## src/rtl/mcpg_pkg.sv

```systemverilog
`timescale 1ns / 1ps
// ----------------------------------------------------------------------------
// Midpoint circle point generator package
// Shared types and constants for the circle step sequencer, step queue and
// point emitter.
// ----------------------------------------------------------------------------
package mcpg_pkg;

  // Opcode of an input word.
  localparam logic OpStart   = 1'b0;
  localparam logic OpAdvance = 1'b1;

  // Status of a result word.
  localparam logic StatusPoint = 1'b0;
  localparam logic StatusIdle  = 1'b1;

  // Field widths.
  localparam int CoordW    = 8;
  localparam int PointW    = 16;
  localparam int ColorW    = 16;
  localparam int DecisionW = 12;

  // Each loop step produces eight points.
  localparam int                 PointIdxW = 3;
  localparam logic [PointIdxW-1:0] LastPoint = 3'd7;

  // Step queue between the sequencer and the emitter.
  localparam int StepFifoDepth = 2;
  localparam int StepFifoPtrW  = 1;

  // One loop step as handed from the sequencer to the emitter.
  typedef struct packed {
    logic [CoordW-1:0] cx;
    logic [CoordW-1:0] cy;
    logic [CoordW-1:0] x;
    logic [CoordW-1:0] y;
    logic [ColorW-1:0] color;
    logic              done;
    logic              idle;
  } step_t;

endpackage

```

## src/rtl/mcpg_step_fifo.sv

```systemverilog
`timescale 1ns / 1ps
// ----------------------------------------------------------------------------
// Step queue
// Short first-in first-out queue of loop steps between the sequencer and the
// point emitter.
// ----------------------------------------------------------------------------
module mcpg_step_fifo (
  input  logic            clk_i,
  input  logic            rst_ni,
  input  logic            wr_i,
  input  mcpg_pkg::step_t wr_data_i,
  output logic            full_o,
  input  logic            rd_i,
  output mcpg_pkg::step_t rd_data_o,
  output logic            empty_o
);

  mcpg_pkg::step_t                        mem_q [mcpg_pkg::StepFifoDepth];
  logic [mcpg_pkg::StepFifoPtrW-1:0]      wr_ptr_q, wr_ptr_d;
  logic [mcpg_pkg::StepFifoPtrW-1:0]      rd_ptr_q, rd_ptr_d;
  logic [mcpg_pkg::StepFifoPtrW:0]        count_q, count_d;
  logic                                   do_wr, do_rd;

  assign full_o    = (count_q == (mcpg_pkg::StepFifoPtrW+1)'(mcpg_pkg::StepFifoDepth));
  assign empty_o   = (count_q == '0);
  assign rd_data_o = mem_q[rd_ptr_q];

  assign do_wr = wr_i & ~full_o;
  assign do_rd = rd_i & ~empty_o;

  always_comb begin
    wr_ptr_d = do_wr ? wr_ptr_q + 1'b1 : wr_ptr_q;
    rd_ptr_d = do_rd ? rd_ptr_q + 1'b1 : rd_ptr_q;
    count_d  = count_q;
    if (do_wr && !do_rd) begin
      count_d = count_q + 1'b1;
    end else if (do_rd && !do_wr) begin
      count_d = count_q - 1'b1;
    end
  end

  always_ff @(posedge clk_i or negedge rst_ni) begin
    if (!rst_ni) begin
      wr_ptr_q <= '0;
      rd_ptr_q <= '0;
      count_q  <= '0;
    end else begin
      wr_ptr_q <= wr_ptr_d;
      rd_ptr_q <= rd_ptr_d;
      count_q  <= count_d;
    end
  end

  always_ff @(posedge clk_i) begin
    if (do_wr) begin
      mem_q[wr_ptr_q] <= wr_data_i;
    end
  end

endmodule

```

## src/rtl/mcpg_step_sequencer.sv

```systemverilog
`timescale 1ns / 1ps
// ----------------------------------------------------------------------------
// Circle step sequencer
// Accepts start and advance words, keeps the circle state and issues one
// loop step (or an idle marker) per word into the step queue.
// ----------------------------------------------------------------------------
module mcpg_step_sequencer (
  input  logic                          clk_i,
  input  logic                          rst_ni,
  input  logic                          push,
  output logic                          full,
  input  logic                          opcode_i,
  input  logic [mcpg_pkg::CoordW-1:0]   center_x_i,
  input  logic [mcpg_pkg::CoordW-1:0]   center_y_i,
  input  logic [mcpg_pkg::CoordW-1:0]   radius_i,
  input  logic [mcpg_pkg::ColorW-1:0]   color_i,
  input  logic                          q_full_i,
  output logic                          q_wr_o,
  output mcpg_pkg::step_t               q_step_o
);

  logic                              active_q, active_d;
  logic [mcpg_pkg::CoordW-1:0]       cx_q, cy_q, x_q, y_q;
  logic [mcpg_pkg::DecisionW-1:0]    dec_q;
  logic [mcpg_pkg::ColorW-1:0]       color_q;

  logic                              accept, start, cur_active, idle, dec_pos, done;
  logic [mcpg_pkg::CoordW-1:0]       cur_cx, cur_cy, cur_x, cur_y, nx, ny;
  logic [mcpg_pkg::DecisionW-1:0]    cur_dec, nd;
  logic [mcpg_pkg::ColorW-1:0]       cur_color;

  assign full   = q_full_i;
  assign accept = push & ~q_full_i;
  assign start  = (opcode_i == mcpg_pkg::OpStart);

  always_comb begin
    // A start word overrides the stored circle.
    cur_active = start | active_q;
    cur_cx     = start ? center_x_i : cx_q;
    cur_cy     = start ? center_y_i : cy_q;
    cur_x      = start ? '0 : x_q;
    cur_y      = start ? radius_i : y_q;
    cur_dec    = start ? (mcpg_pkg::DecisionW)'(12'd1 - {4'd0, radius_i}) : dec_q;
    cur_color  = start ? color_i : color_q;

    idle    = ~cur_active | (cur_x > cur_y);
    dec_pos = ~cur_dec[mcpg_pkg::DecisionW-1] & (cur_dec != '0);
    nx      = cur_x + 1'b1;
    ny      = dec_pos ? cur_y - 1'b1 : cur_y;
    if (dec_pos) begin
      nd = cur_dec + {3'd0, nx, 1'b0} - {3'd0, ny, 1'b0} + 12'd1;
    end else begin
      nd = cur_dec + {3'd0, nx, 1'b0} + 12'd1;
    end
    done = (nx > ny);

    active_d = active_q;
    if (accept) begin
      active_d = idle ? 1'b0 : ~done;
    end
  end

  assign q_wr_o         = accept;
  assign q_step_o.cx    = cur_cx;
  assign q_step_o.cy    = cur_cy;
  assign q_step_o.x     = cur_x;
  assign q_step_o.y     = cur_y;
  assign q_step_o.color = cur_color;
  assign q_step_o.done  = done;
  assign q_step_o.idle  = idle;

  always_ff @(posedge clk_i or negedge rst_ni) begin
    if (!rst_ni) begin
      active_q <= 1'b0;
      cx_q     <= '0;
      cy_q     <= '0;
      x_q      <= '0;
      y_q      <= '0;
      dec_q    <= '0;
      color_q  <= '0;
    end else begin
      active_q <= active_d;
      if (accept && !idle) begin
        cx_q    <= cur_cx;
        cy_q    <= cur_cy;
        x_q     <= nx;
        y_q     <= ny;
        dec_q   <= nd;
        color_q <= cur_color;
      end
    end
  end

endmodule

```

## src/rtl/mcpg_point_emitter.sv

```systemverilog
`timescale 1ns / 1ps
// ----------------------------------------------------------------------------
// Point emitter
// Expands each queued loop step into its eight symmetric points (an idle
// into one idle word), one per unstalled cycle, via a registered result stage.
// ----------------------------------------------------------------------------
module mcpg_point_emitter (
  input  logic                          clk_i,
  input  logic                          rst_ni,
  input  logic                          q_empty_i,
  input  mcpg_pkg::step_t               q_step_i,
  output logic                          q_rd_o,
  output logic                          empty,
  input  logic                          pop,
  output logic [mcpg_pkg::PointW-1:0]   point_x_o,
  output logic [mcpg_pkg::PointW-1:0]   point_y_o,
  output logic [mcpg_pkg::ColorW-1:0]   pixel_color_o,
  output logic                          last_of_step_o,
  output logic                          circle_done_o,
  output logic                          status_o
);

  logic                              out_valid_q;
  logic [mcpg_pkg::PointIdxW-1:0]    idx_q;
  logic [mcpg_pkg::PointW-1:0]       px_q, py_q;
  logic [mcpg_pkg::ColorW-1:0]       color_q;
  logic                              last_q, done_q, status_q;

  logic                              load, last;
  logic [mcpg_pkg::CoordW-1:0]       off_a, off_b;
  logic [mcpg_pkg::PointW-1:0]       ext_cx, ext_cy, ext_a, ext_b, px_d, py_d;

  assign load   = ~q_empty_i & (~out_valid_q | pop);
  assign last   = q_step_i.idle | (idx_q == mcpg_pkg::LastPoint);
  assign q_rd_o = load & last;

  // Index bit 2 swaps the offsets, bit 0 negates the column offset and
  // bit 1 negates the row offset.
  always_comb begin
    off_a  = idx_q[2] ? q_step_i.y : q_step_i.x;
    off_b  = idx_q[2] ? q_step_i.x : q_step_i.y;
    ext_cx = {8'd0, q_step_i.cx};
    ext_cy = {8'd0, q_step_i.cy};
    ext_a  = {8'd0, off_a};
    ext_b  = {8'd0, off_b};
    px_d   = idx_q[0] ? ext_cx - ext_a : ext_cx + ext_a;
    py_d   = idx_q[1] ? ext_cy - ext_b : ext_cy + ext_b;
  end

  always_ff @(posedge clk_i or negedge rst_ni) begin
    if (!rst_ni) begin
      out_valid_q <= 1'b0;
      idx_q       <= '0;
    end else begin
      if (load) begin
        out_valid_q <= 1'b1;
        idx_q       <= last ? '0 : idx_q + 1'b1;
      end else if (pop) begin
        out_valid_q <= 1'b0;
      end
    end
  end

  always_ff @(posedge clk_i) begin
    if (load) begin
      if (q_step_i.idle) begin
        px_q     <= '0;
        py_q     <= '0;
        color_q  <= '0;
        last_q   <= 1'b1;
        done_q   <= 1'b0;
        status_q <= mcpg_pkg::StatusIdle;
      end else begin
        px_q     <= px_d;
        py_q     <= py_d;
        color_q  <= q_step_i.color;
        last_q   <= last;
        done_q   <= q_step_i.done;
        status_q <= mcpg_pkg::StatusPoint;
      end
    end
  end

  assign empty          = ~out_valid_q;
  assign point_x_o      = px_q;
  assign point_y_o      = py_q;
  assign pixel_color_o  = color_q;
  assign last_of_step_o = last_q;
  assign circle_done_o  = done_q;
  assign status_o       = status_q;

endmodule

```

## src/rtl/midpoint_circle_point_generator.sv

```systemverilog
`timescale 1ns / 1ps
// Path: an accepted input word is written into the step queue; at the
//   queue head it loads the registered result stage when that is empty or popped.
// Output: a step word yields eight point words at one word per cycle while
//   pop keeps up; an idle advance yields one idle word.
// Reset: rst_ni clears the circle state, the step queue and the result stage.
// ----------------------------------------------------------------------------
// Midpoint circle point generator
// Rasterizes circles with the midpoint rule, eight symmetric points per step.
// ----------------------------------------------------------------------------
module midpoint_circle_point_generator (
  input  logic                          clk_i,
  input  logic                          rst_ni,
  // Input queue side.
  input  logic                          push,
  output logic                          full,
  input  logic                          opcode_i,
  input  logic [mcpg_pkg::CoordW-1:0]   center_x_i,
  input  logic [mcpg_pkg::CoordW-1:0]   center_y_i,
  input  logic [mcpg_pkg::CoordW-1:0]   radius_i,
  input  logic [mcpg_pkg::ColorW-1:0]   color_i,
  // Result queue side.
  output logic                          empty,
  input  logic                          pop,
  output logic [mcpg_pkg::PointW-1:0]   point_x_o,
  output logic [mcpg_pkg::PointW-1:0]   point_y_o,
  output logic [mcpg_pkg::ColorW-1:0]   pixel_color_o,
  output logic                          last_of_step_o,
  output logic                          circle_done_o,
  output logic                          status_o
);

  // The sequencer owns the circle state. Every accepted word is turned at
  // once into one step descriptor: center, current x and y offsets, color,
  // whether this is the final step, and whether the word was an advance with
  // no circle in progress. The state advances in the same cycle, so the next
  // word can be taken right away as long as the queue has room.
  logic            q_wr, q_full, q_rd, q_empty;
  mcpg_pkg::step_t q_wr_step, q_rd_step;

  mcpg_step_sequencer u_sequencer (
    .clk_i      (clk_i),
    .rst_ni     (rst_ni),
    .push       (push),
    .full       (full),
    .opcode_i   (opcode_i),
    .center_x_i (center_x_i),
    .center_y_i (center_y_i),
    .radius_i   (radius_i),
    .color_i    (color_i),
    .q_full_i   (q_full),
    .q_wr_o     (q_wr),
    .q_step_o   (q_wr_step)
  );

  // A two-entry queue decouples the sequencer from the emitter: while the
  // emitter works through the eight points of one step, the next step waits here and
  // the input side keeps moving until the queue fills.
  mcpg_step_fifo u_step_fifo (
    .clk_i     (clk_i),
    .rst_ni    (rst_ni),
    .wr_i      (q_wr),
    .wr_data_i (q_wr_step),
    .full_o    (q_full),
    .rd_i      (q_rd),
    .rd_data_o (q_rd_step),
    .empty_o   (q_empty)
  );

  // The emitter walks the eight symmetric points of the head step in order
  // and releases the step after the eighth (an idle step after its one word).
  // Its result register loads whenever a step is queued and it is empty or
  // being popped, so a steady consumer sees one word per cycle.
  mcpg_point_emitter u_emitter (
    .clk_i          (clk_i),
    .rst_ni         (rst_ni),
    .q_empty_i      (q_empty),
    .q_step_i       (q_rd_step),
    .q_rd_o         (q_rd),
    .empty          (empty),
    .pop            (pop),
    .point_x_o      (point_x_o),
    .point_y_o      (point_y_o),
    .pixel_color_o  (pixel_color_o),
    .last_of_step_o (last_of_step_o),
    .circle_done_o  (circle_done_o),
    .status_o       (status_o)
  );

endmodule

```

## config.mk

```make
export PLATFORM = sky130hd
export DESIGN_NAME = midpoint_circle_point_generator
export DESIGN_NICKNAME = d
export VERILOG_FILES = /design/src/rtl/mcpg_pkg.sv /design/src/rtl/mcpg_step_fifo.sv /design/src/rtl/mcpg_step_sequencer.sv /design/src/rtl/mcpg_point_emitter.sv /design/src/rtl/midpoint_circle_point_generator.sv
export SDC_FILE = /design/constraint.sdc
export NUM_CORES = 1
export LEC_CHECK = 0
export ABC_AREA = 1
export ABC_CLOCK_PERIOD_IN_PS = 6400
export BUFFER_PORTS_ARGS = -buffer_cell sky130_fd_sc_hd__buf_4
export CAP_MARGIN = 20
export CORE_MARGIN = 2
export CORE_UTILIZATION = 60
export CTS_CLUSTER_DIAMETER = 30
export CTS_CLUSTER_SIZE = 30
export DETAILED_ROUTE_END_ITERATION = 8
export GPL_TIMING_DRIVEN = 0
export HOLD_SLACK_MARGIN = 0.05
export PLACE_DENSITY = 0.9
export SYNTH_ARGS = -nofsm -noshare
export SYNTH_HDL_FRONTEND = slang
export SYNTH_SLANG_ARGS = --single-unit
```

## constraint.sdc

```tcl
create_clock -name clk_i -period 6.4 [get_ports clk_i]
set_clock_uncertainty 0.1 [all_clocks]
set_input_delay 0.96 -clock clk_i [delete_from_list [all_inputs] [get_ports clk_i]]
set_output_delay 0.96 -clock clk_i [all_outputs]
set_load 0.01 [all_outputs]
```

# Yosys cells after proc, flatten, opt, wreduce, memory -nomap -nowiden
# Memories as Yosys holds them, arrays and structs flattened.
# Index checks and enable logic that the tools add are counted.
word_totals:
  ff_bits: 120
  ramBits: 100
  input_bits: 45
  output_inout_bits: 53
  word_cells: 87
  memories: 1
memory_table:
  columns: ["memory", "depth", "word_bits", "rd", "rd_ports_with_merged_regs", "write_ports", "line_no", "rtl"]
  rows:
  - ["u_step_fifo.mem_q", 2, 50, 1, 0, 1, "mcpg_step_fifo.sv:18", "mcpg_pkg::step_t mem_q [mcpg_pkg::StepFifoDepth];"]
op_classes:
  n_addsub: 16
  order_cmp: 2
  n_eq_ne: 2
  mux: 21
  n_bitwise: 17
  n_reduce_logical: 10
op_table:
  columns: ["op", "count"]
  rows:
  - ["$mux W8", 7]
  - ["$mux W16", 3]
  - ["$add A12 B1 Y12 const B", 2]
  - ["$mux W12", 2]
  - ["$add A8 B8 Y9", 2]
  - ["$sub A8 B8 Y9", 2]
  - ["$gt A8 B8 Y1", 2]
  - ["$add A12 B9 Y12", 1]
  - ["$reduce_bool A12 Y1", 1]
  - ["$sub A12 B9 Y12", 1]
  - ["$sub A1 B8 Y9 const A", 1]
  - ["$add A8 B1 Y8 const B", 1]
  - ["$sub A8 B1 Y8 const B", 1]
  - ["$not A1 Y1", 7]
  - ["$and A1 B1 Y1", 6]
  - ["$mux W1", 6]
  - ["$mux W2", 2]
  - ["$or A1 B1 Y1", 4]
  - ["$reduce_bool A2 Y1", 2]
  - ["$add A3 B1 Y3 const B", 1]
  - ["$eq A3 B3 Y1 const B", 1]
  - ["$logic_and A1 B1 Y1", 3]
  - ["$logic_not A1 Y1", 3]
  - ["$mux W3", 1]
  - ["other kinds (5)", 6]

# Depth between registers and ports, before layout
logic_depth:
  word_depth: 8
  ltp_mapped: 32
  depth_no_buf: 32

# Hierarchy
# Synthesis repeated with hierarchy kept, for this count alone.
hier_totals:
  cells_unflattened: 1534
  area_unflattened_um2: 12620.9
modules_own_cells:
  columns: ["mod", "instances", "cells_per_inst", "area_each_um2", "seq_area_each_um2"]
  rows:
  - ["mcpg_step_sequencer", 1, 789, 5253.8, 1526.5]
  - ["mcpg_step_fifo", 1, 293, 3886.2, 3103.0]
  - ["mcpg_point_emitter", 1, 452, 3480.8, 1271.2]

# Least setup slack after synthesis
# OpenSTA, ideal clock, no wires.
synth_timing:
  path_kind: "input port to flip-flop"
  start: "input port opcode_i"
  end: "register u_sequencer.dec_q[11] (netlist name)"
  setup_time_ps: 116
  arrival_time_ps: 4707
  required_time_ps: 6184
  setup_slack_ps: 1477
  path_stages: 31
  n_path_buf: 2
  path_cell_list: "buf_6 > buf_4 > nand2_1 > inv_1 > ha_1 > or2_2 > nand2_1 > inv_1 > ha_1 > a21oi_1 > nand2_1 > nand2_1 > nand2_1 > a21oi_1 > nor2_1 > nand2_1 > nand2_1 > nand2_1 > nand2_2 > ha_1 > ha_1 > nand2_1 > nand2_1 > a221oi_1 > nand3_1 > nand2_1 > nand2_1 > nor2_1 > o21ai_1 > nor2_1 > nor2_1"
synth_rtl:
  columns: ["element", "line_no", "rtl"]
  rows:
  - ["start: declaration", "midpoint_circle_point_generator.sv:17", "input logic opcode_i,"]
  - ["end signal: assignment", "mcpg_step_sequencer.sv:88", "dec_q <= nd;"]
  - ["end: declaration", "mcpg_step_sequencer.sv:24", "logic [mcpg_pkg::DecisionW-1:0] dec_q;"]

==> impl_table.tex <==
\begin{tabular}{lr}
\hline
Metric & Value \\
\hline
\multicolumn{2}{l}{\textbf{Clock tree}} \\
\quad Number of buffers inserted during clock tree synthesis & 34 \\
\quad Resized Gates After CTS & 0 \\
\quad CTS Sinks & about 210 \\
\quad CTS clk-pin slew, worst paths & 0.05 ns \\
\quad TritonCTS clock tree & built \\
\quad CTS root buffer & sky130\_fd\_sc\_hd\_\_clkbuf\_16 \\
\quad Clock insertion delay at the later pin of the skew report & 0.51 ns \\
\quad Post-CTS Hold Fix Bufs & 0 \\
\quad H-tree levels & 2 \\
\quad Clock Path Buffers & 3 \\
\quad Setup Fix Bufs, Post-CTS & 0 \\
\multicolumn{2}{l}{\textbf{Logic synthesis}} \\
\quad Synth top area share & about a third \\
\quad Post-synthesis sequential element count & 208 \\
\quad Most frequently used flop master after synthesis & sky130\_fd\_sc\_hd\_\_edfxtp\_1 \\
\quad Post-synth net total & $\sim$1500 \\
\quad Yosys warnings & 0 \\
\quad Synthesized area & 12110 um2 \\
\quad Syn Area/Cell & 8.596 um2 \\
\quad Count of unique library cells instantiated by Yosys & 52 \\
\quad Cell type with the highest aggregate area in the netlist & sky130\_fd\_sc\_hd\_\_edfxtp\_1 \\
\quad Leading post-synthesis cells by cell area & sky130\_fd\_sc\_hd\_\_edfxtp\_1 34\%, sky130\_fd\_sc\_hd\_\_dfrtp\_1 14\%, sky130\_fd\_sc\_hd\_\_nand2\_1 12\%, sky130\_fd\_sc\_hd\_\_ha\_1 7.3\%, sky130\_fd\_sc\_hd\_\_o21ai\_0 6.3\% \\
\quad Cells after synthesis & 1409 \\
\quad Sequential element share of the synthesized area & between 40\% and 50\% \\
\quad Async set-reset flop share out of synthesis & about a third \\
\quad Cell with the most instances after synthesis & sky130\_fd\_sc\_hd\_\_nand2\_1 \\
\quad Cell types with the highest counts after synthesis & 388 x sky130\_fd\_sc\_hd\_\_nand2\_1, 199 x sky130\_fd\_sc\_hd\_\_inv\_1, 152 x sky130\_fd\_sc\_hd\_\_o21ai\_0 \\
\quad Number of enable flip-flop cells after synthesis & 139 \\
\multicolumn{2}{l}{\textbf{Timing}} \\
\quad Final setup violating endpoints & 0 \\
\quad Setup slack of the critical path after layout & 1.182 ns \\
\quad Worst relative slew slack & 36.28\% \\
\quad Upper clock frequency limit & 191.7 MHz \\
\quad Sum Neg Setup Slack & 0 ns \\
\quad Transition at the pin with the smallest max-transition slack & 0.9557 ns \\
\quad Max Slew Vio Count & 0 \\
\quad Final critical delay including setup and external delays & 5.218 ns \\
\quad Final count of hold timing violations & 0 \\
\quad Period utilisation layout & 81.53\% \\
\quad Unrepaired setup endpoints after global routing & no \\
\multicolumn{2}{l}{\textbf{Routing}} \\
\quad Routed vias/inst & 5.681 \\
\quad WL final & 30710 um \\
\quad Drt pass-1 iters & 6 \\
\quad Number of violations reported at the end of detailed-routing iteration 0 & 1108 \\
\quad DRT antenna net count & 0 \\
\quad Detailed-route DRC error count & 0 \\
\quad Average wire per standard cell & 16.71 um \\
\quad Count of vias placed by the detailed router & between 10000 and 15000 \\
\multicolumn{2}{l}{\textbf{Outcome}} \\
\quad Status & finished clean \\
\multicolumn{2}{l}{\textbf{Floorplanning}} \\
\quad Die Y-Extent & 146.1 um \\
\quad Core region area & 19650 um2 \\
\quad Die outline width & about 150 um \\
\quad \# rows & 51 \\
\quad Io pins & 98 \\
\quad Starting Density & roughly 62\% \\
\quad Area of the die & 21340 um2 \\
\multicolumn{2}{l}{\textbf{GRT}} \\
\quad Number of antenna violations at the first check in global routing & 0 \\
\quad Tot GR Track Use & 28.81\% \\
\quad Vias in the first global route & 10290 \\
\quad Largest net degree at the start of global routing & 70 \\
\quad Grt ovf & 0 \\
\quad First-pass GRT wire length & 49500 um \\
\multicolumn{2}{l}{\textbf{Power and ir drop}} \\
\quad Switching pwr & 3390 uW \\
\quad Internal portion of total power & about 4700 uW \\
\quad Portion of total power attributed to the clock network & 22.1\% \\
\quad VDD IR-drop max & 0.3689 mV \\
\quad Net Sw Frac & 41.86\% \\
\quad Cell area power density & roughly 560 nW/um2 \\
\quad Comb pwr share & 49.8\% \\
\quad Leakage power & 0.006957 uW \\
\quad Sequential power share & 28.1\% \\
\multicolumn{2}{l}{\textbf{Final layout}} \\
\quad Footprint of the flip-flops and latches & $\sim$5900 um2 \\
\quad Number of fill cells in the layout & approximately 1300 \\
\quad Fraction of final layout cells with drive strength greater than 1 & 15.14\% \\
\quad Final design instance area without fill & approximately 14000 um2 \\
\quad Diode insertion count for antenna repair & 0 \\
\quad Total area of multi-input combinational cells & 5164 um2 \\
\quad Synth-to-Final Area Change & 18.80\% \\
\quad Net count of the finished layout & 1668 \\
\multicolumn{2}{l}{\textbf{Worst setup path}} \\
\quad Startpoint class of the critical path & input port \\
\quad Required @ worst endpoint & 6.70 ns \\
\quad Type of the worst setup path & input port to register \\
\quad Worst-path fanout max & 10 \\
\quad Worst-case register-to-register setup slack & 1.54 ns \\
\quad Worst setup EP type & register \\
\quad Startpoint of the worst-slack reg-to-reg timing path & u\_sequencer.x\_q[0] \\
\quad Worst r2r path cells & 25 \\
\quad Worst r2r dst & u\_sequencer.dec\_q[9] \\
\quad Worst endpoint data arrival time & 5.52 ns \\
\multicolumn{2}{l}{\textbf{Placed design}} \\
\quad Placed cell area & $\sim$13000 um2 \\
\quad Number of buffer cells added on primary ports & 97 \\
\quad DP Wirelength & 20920 um \\
\quad Worst slack, placed & 0.7714 ns \\
\quad GPL Wtd Cong & about 0.90 \\
\multicolumn{2}{l}{\textbf{Worst hold path}} \\
\quad End point of the worst hold path & u\_sequencer.dec\_q[5] \\
\quad Hold path startpoint & u\_sequencer.dec\_q[5] \\
\quad WHS Path Cells & 2 \\
\quad Hold Crit Class & register to register \\
\multicolumn{2}{l}{\textbf{Run}} \\
\quad Max Cap Violations & 0 \\
\hline
\end{tabular}
-- cells in the final DEF, fill, tap and decap left out, types with 4 or more instances in the layout --
master,Yosys,routed
sky130_fd_sc_hd__nand2_1,388,388
sky130_fd_sc_hd__inv_1,199,199
sky130_fd_sc_hd__o21ai_0,152,152
sky130_fd_sc_hd__edfxtp_1,139,139
sky130_fd_sc_hd__buf_4,14,111
sky130_fd_sc_hd__ha_1,71,71
sky130_fd_sc_hd__dfrtp_1,69,69
sky130_fd_sc_hd__nor2_1,70,68
sky130_fd_sc_hd__a21oi_1,62,62
sky130_fd_sc_hd__nand3_1,50,50
sky130_fd_sc_hd__clkbuf_16,0,35
sky130_fd_sc_hd__clkbuf_1,31,34
sky130_fd_sc_hd__or2_2,27,27
sky130_fd_sc_hd__xor2_1,23,23
sky130_fd_sc_hd__o21bai_1,14,14
sky130_fd_sc_hd__clkinv_2,0,7
sky130_fd_sc_hd__fa_1,6,6
sky130_fd_sc_hd__o21ai_2,5,5
sky130_fd_sc_hd__nor2_2,5,5
sky130_fd_sc_hd__nand2_2,5,5
sky130_fd_sc_hd__nor3_1,5,5
sky130_fd_sc_hd__nand4_1,5,5
sky130_fd_sc_hd__xnor2_1,5,5
sky130_fd_sc_hd__buf_1,4,4
sky130_fd_sc_hd__o21a_1,4,4
sky130_fd_sc_hd__nor2_4,2,4
sky130_fd_sc_hd__o21ai_1,4,4
sky130_fd_sc_hd__mux2i_1,4,4
sky130_fd_sc_hd__nand3b_1,4,4
sky130_fd_sc_hd__buf_2,3,4
sky130_fd_sc_hd__clkinv_1,1,4
sky130_fd_sc_hd__clkinvlp_4,0,4
sky130_fd_sc_hd__clkinv_4,0,4
-- power groups by stage --
stage | registers (uW) | logic [uW] | clock network, uW
after floorplan | 2320 | 2700 | 0
after global placement | 2280 | 3660 | 0
after detailed placement | 2290 | 3880 | 0
after CTS | 2270 | 3970 | 1790
after global routing | 2320 | 4510 | 1850
final | 2280 | 4030 | 1790
-- state kept, by name, summed over array words and instances, names as in the netlist --
register,flops
u_sequencer.x_q,8
u_emitter.point_x_o,10
u_sequencer.cy_q,8
u_step_fifo.wr_ptr_q,1
u_emitter.point_y_o,10
u_sequencer.y_q,8
u_emitter.status_o,1
u_step_fifo.rd_ptr_q,1
u_emitter.idx_q,3
u_sequencer.color_q,16
u_emitter.pixel_color_o,16
u_emitter.out_valid_q,1
u_sequencer.active_q,1
u_step_fifo.count_q,2
u_sequencer.cx_q,8
u_sequencer.dec_q,12
u_emitter.circle_done_o,1
u_emitter.last_of_step_o,1
u_step_fifo.mem_q,100
-- final cells by class --
cell class | instances | area share, %
timing repair buffer | 101 | 5.565
buffer | 56 | 2.087
tap | 265 | 2.304
sequential | 208 | 41.01
inverter | 203 | 5.296
clock inverter | 24 | 1.687
multi-input combinational | 942 | 35.89
clock buffer | 38 | 6.165
-- critical path, stage by stage --
cell	delay (ns)
sky130_fd_sc_hd__buf_4	0.12
sky130_fd_sc_hd__buf_6	0.14
sky130_fd_sc_hd__buf_4	0.19
sky130_fd_sc_hd__nand2_1	0.07
sky130_fd_sc_hd__inv_1	0.08
sky130_fd_sc_hd__ha_1	0.20
sky130_fd_sc_hd__or2_2	0.29
sky130_fd_sc_hd__nand2_1	0.11
sky130_fd_sc_hd__inv_1	0.08
sky130_fd_sc_hd__ha_1	0.34
sky130_fd_sc_hd__a21oi_1	0.20
sky130_fd_sc_hd__nand2_1	0.10
sky130_fd_sc_hd__nand2_1	0.12
sky130_fd_sc_hd__nand2_1	0.08
sky130_fd_sc_hd__a21oi_1	0.21
sky130_fd_sc_hd__xor2_1	0.38
sky130_fd_sc_hd__inv_1	0.08
sky130_fd_sc_hd__a21oi_1	0.21
sky130_fd_sc_hd__nor2_1	0.07
sky130_fd_sc_hd__ha_1	0.35
sky130_fd_sc_hd__nand2_1	0.09
sky130_fd_sc_hd__nor3_1	0.22
sky130_fd_sc_hd__a21oi_1	0.15
sky130_fd_sc_hd__o21bai_1	0.21
sky130_fd_sc_hd__a21oi_1	0.10
sky130_fd_sc_hd__o21ai_0	0.10
sky130_fd_sc_hd__nand3_1	0.13
sky130_fd_sc_hd__o21a_1	0.15
-- cells by family after synthesis --
group,Yosys count,share of synthesized area (%)
adders and majority gates,77,8.326
and+or+nand+nor,570,19.77
xor gates and xnor gates,30,2.293
DFF,208,48.72
muxes,4,0.3306
buffers and inverters,259,8.771
AOI/OAI and AO/OA,261,11.79
-- metal layers --
layer	global-route usage, %	vias to the layer above	wire (um)	part of all wire, %
met5	0	-	0	0
met4	17.38	0	1842	6.0
met3	5.875	151	2755	9.0
met2	49.34	617	14980	49
met1	33.51	4815	11130	36
li1	-	4853	-	-
-- worst max path at each step --
stage               startpoint               endpoint  slack, ns  cells after the start
global placement      opcode_i  u_sequencer.dec_q[11]       0.91                     31
floorplan             opcode_i  u_sequencer.dec_q[11]       1.48                     31
finish                opcode_i   u_sequencer.dec_q[9]       1.18                     28
detailed placement    opcode_i  u_sequencer.dec_q[11]       0.77                     32
global route          opcode_i  u_sequencer.dec_q[11]       0.68                     32
CTS                   opcode_i  u_sequencer.dec_q[11]       1.24                     32
-- metrics by stage --
step / hold slack, ns / utilization, % / power [uW] / std cells
5_1_grt: 0.4100 / 73.21 / 8679 / 1837
6_report: 0.3729 / 73.21 / 8098 / 1837
3_5_place_dp: 0.3583 / 67.46 / 6166 / 1775
2_1_floorplan: 0.3422 / - / 5022 / 1409
3_3_place_gp: 0.3566 / 67.02 / 5942 / 1771
4_1_cts: 0.3727 / 73.21 / 8032 / 1837
(Power assumes the default switching activity.)
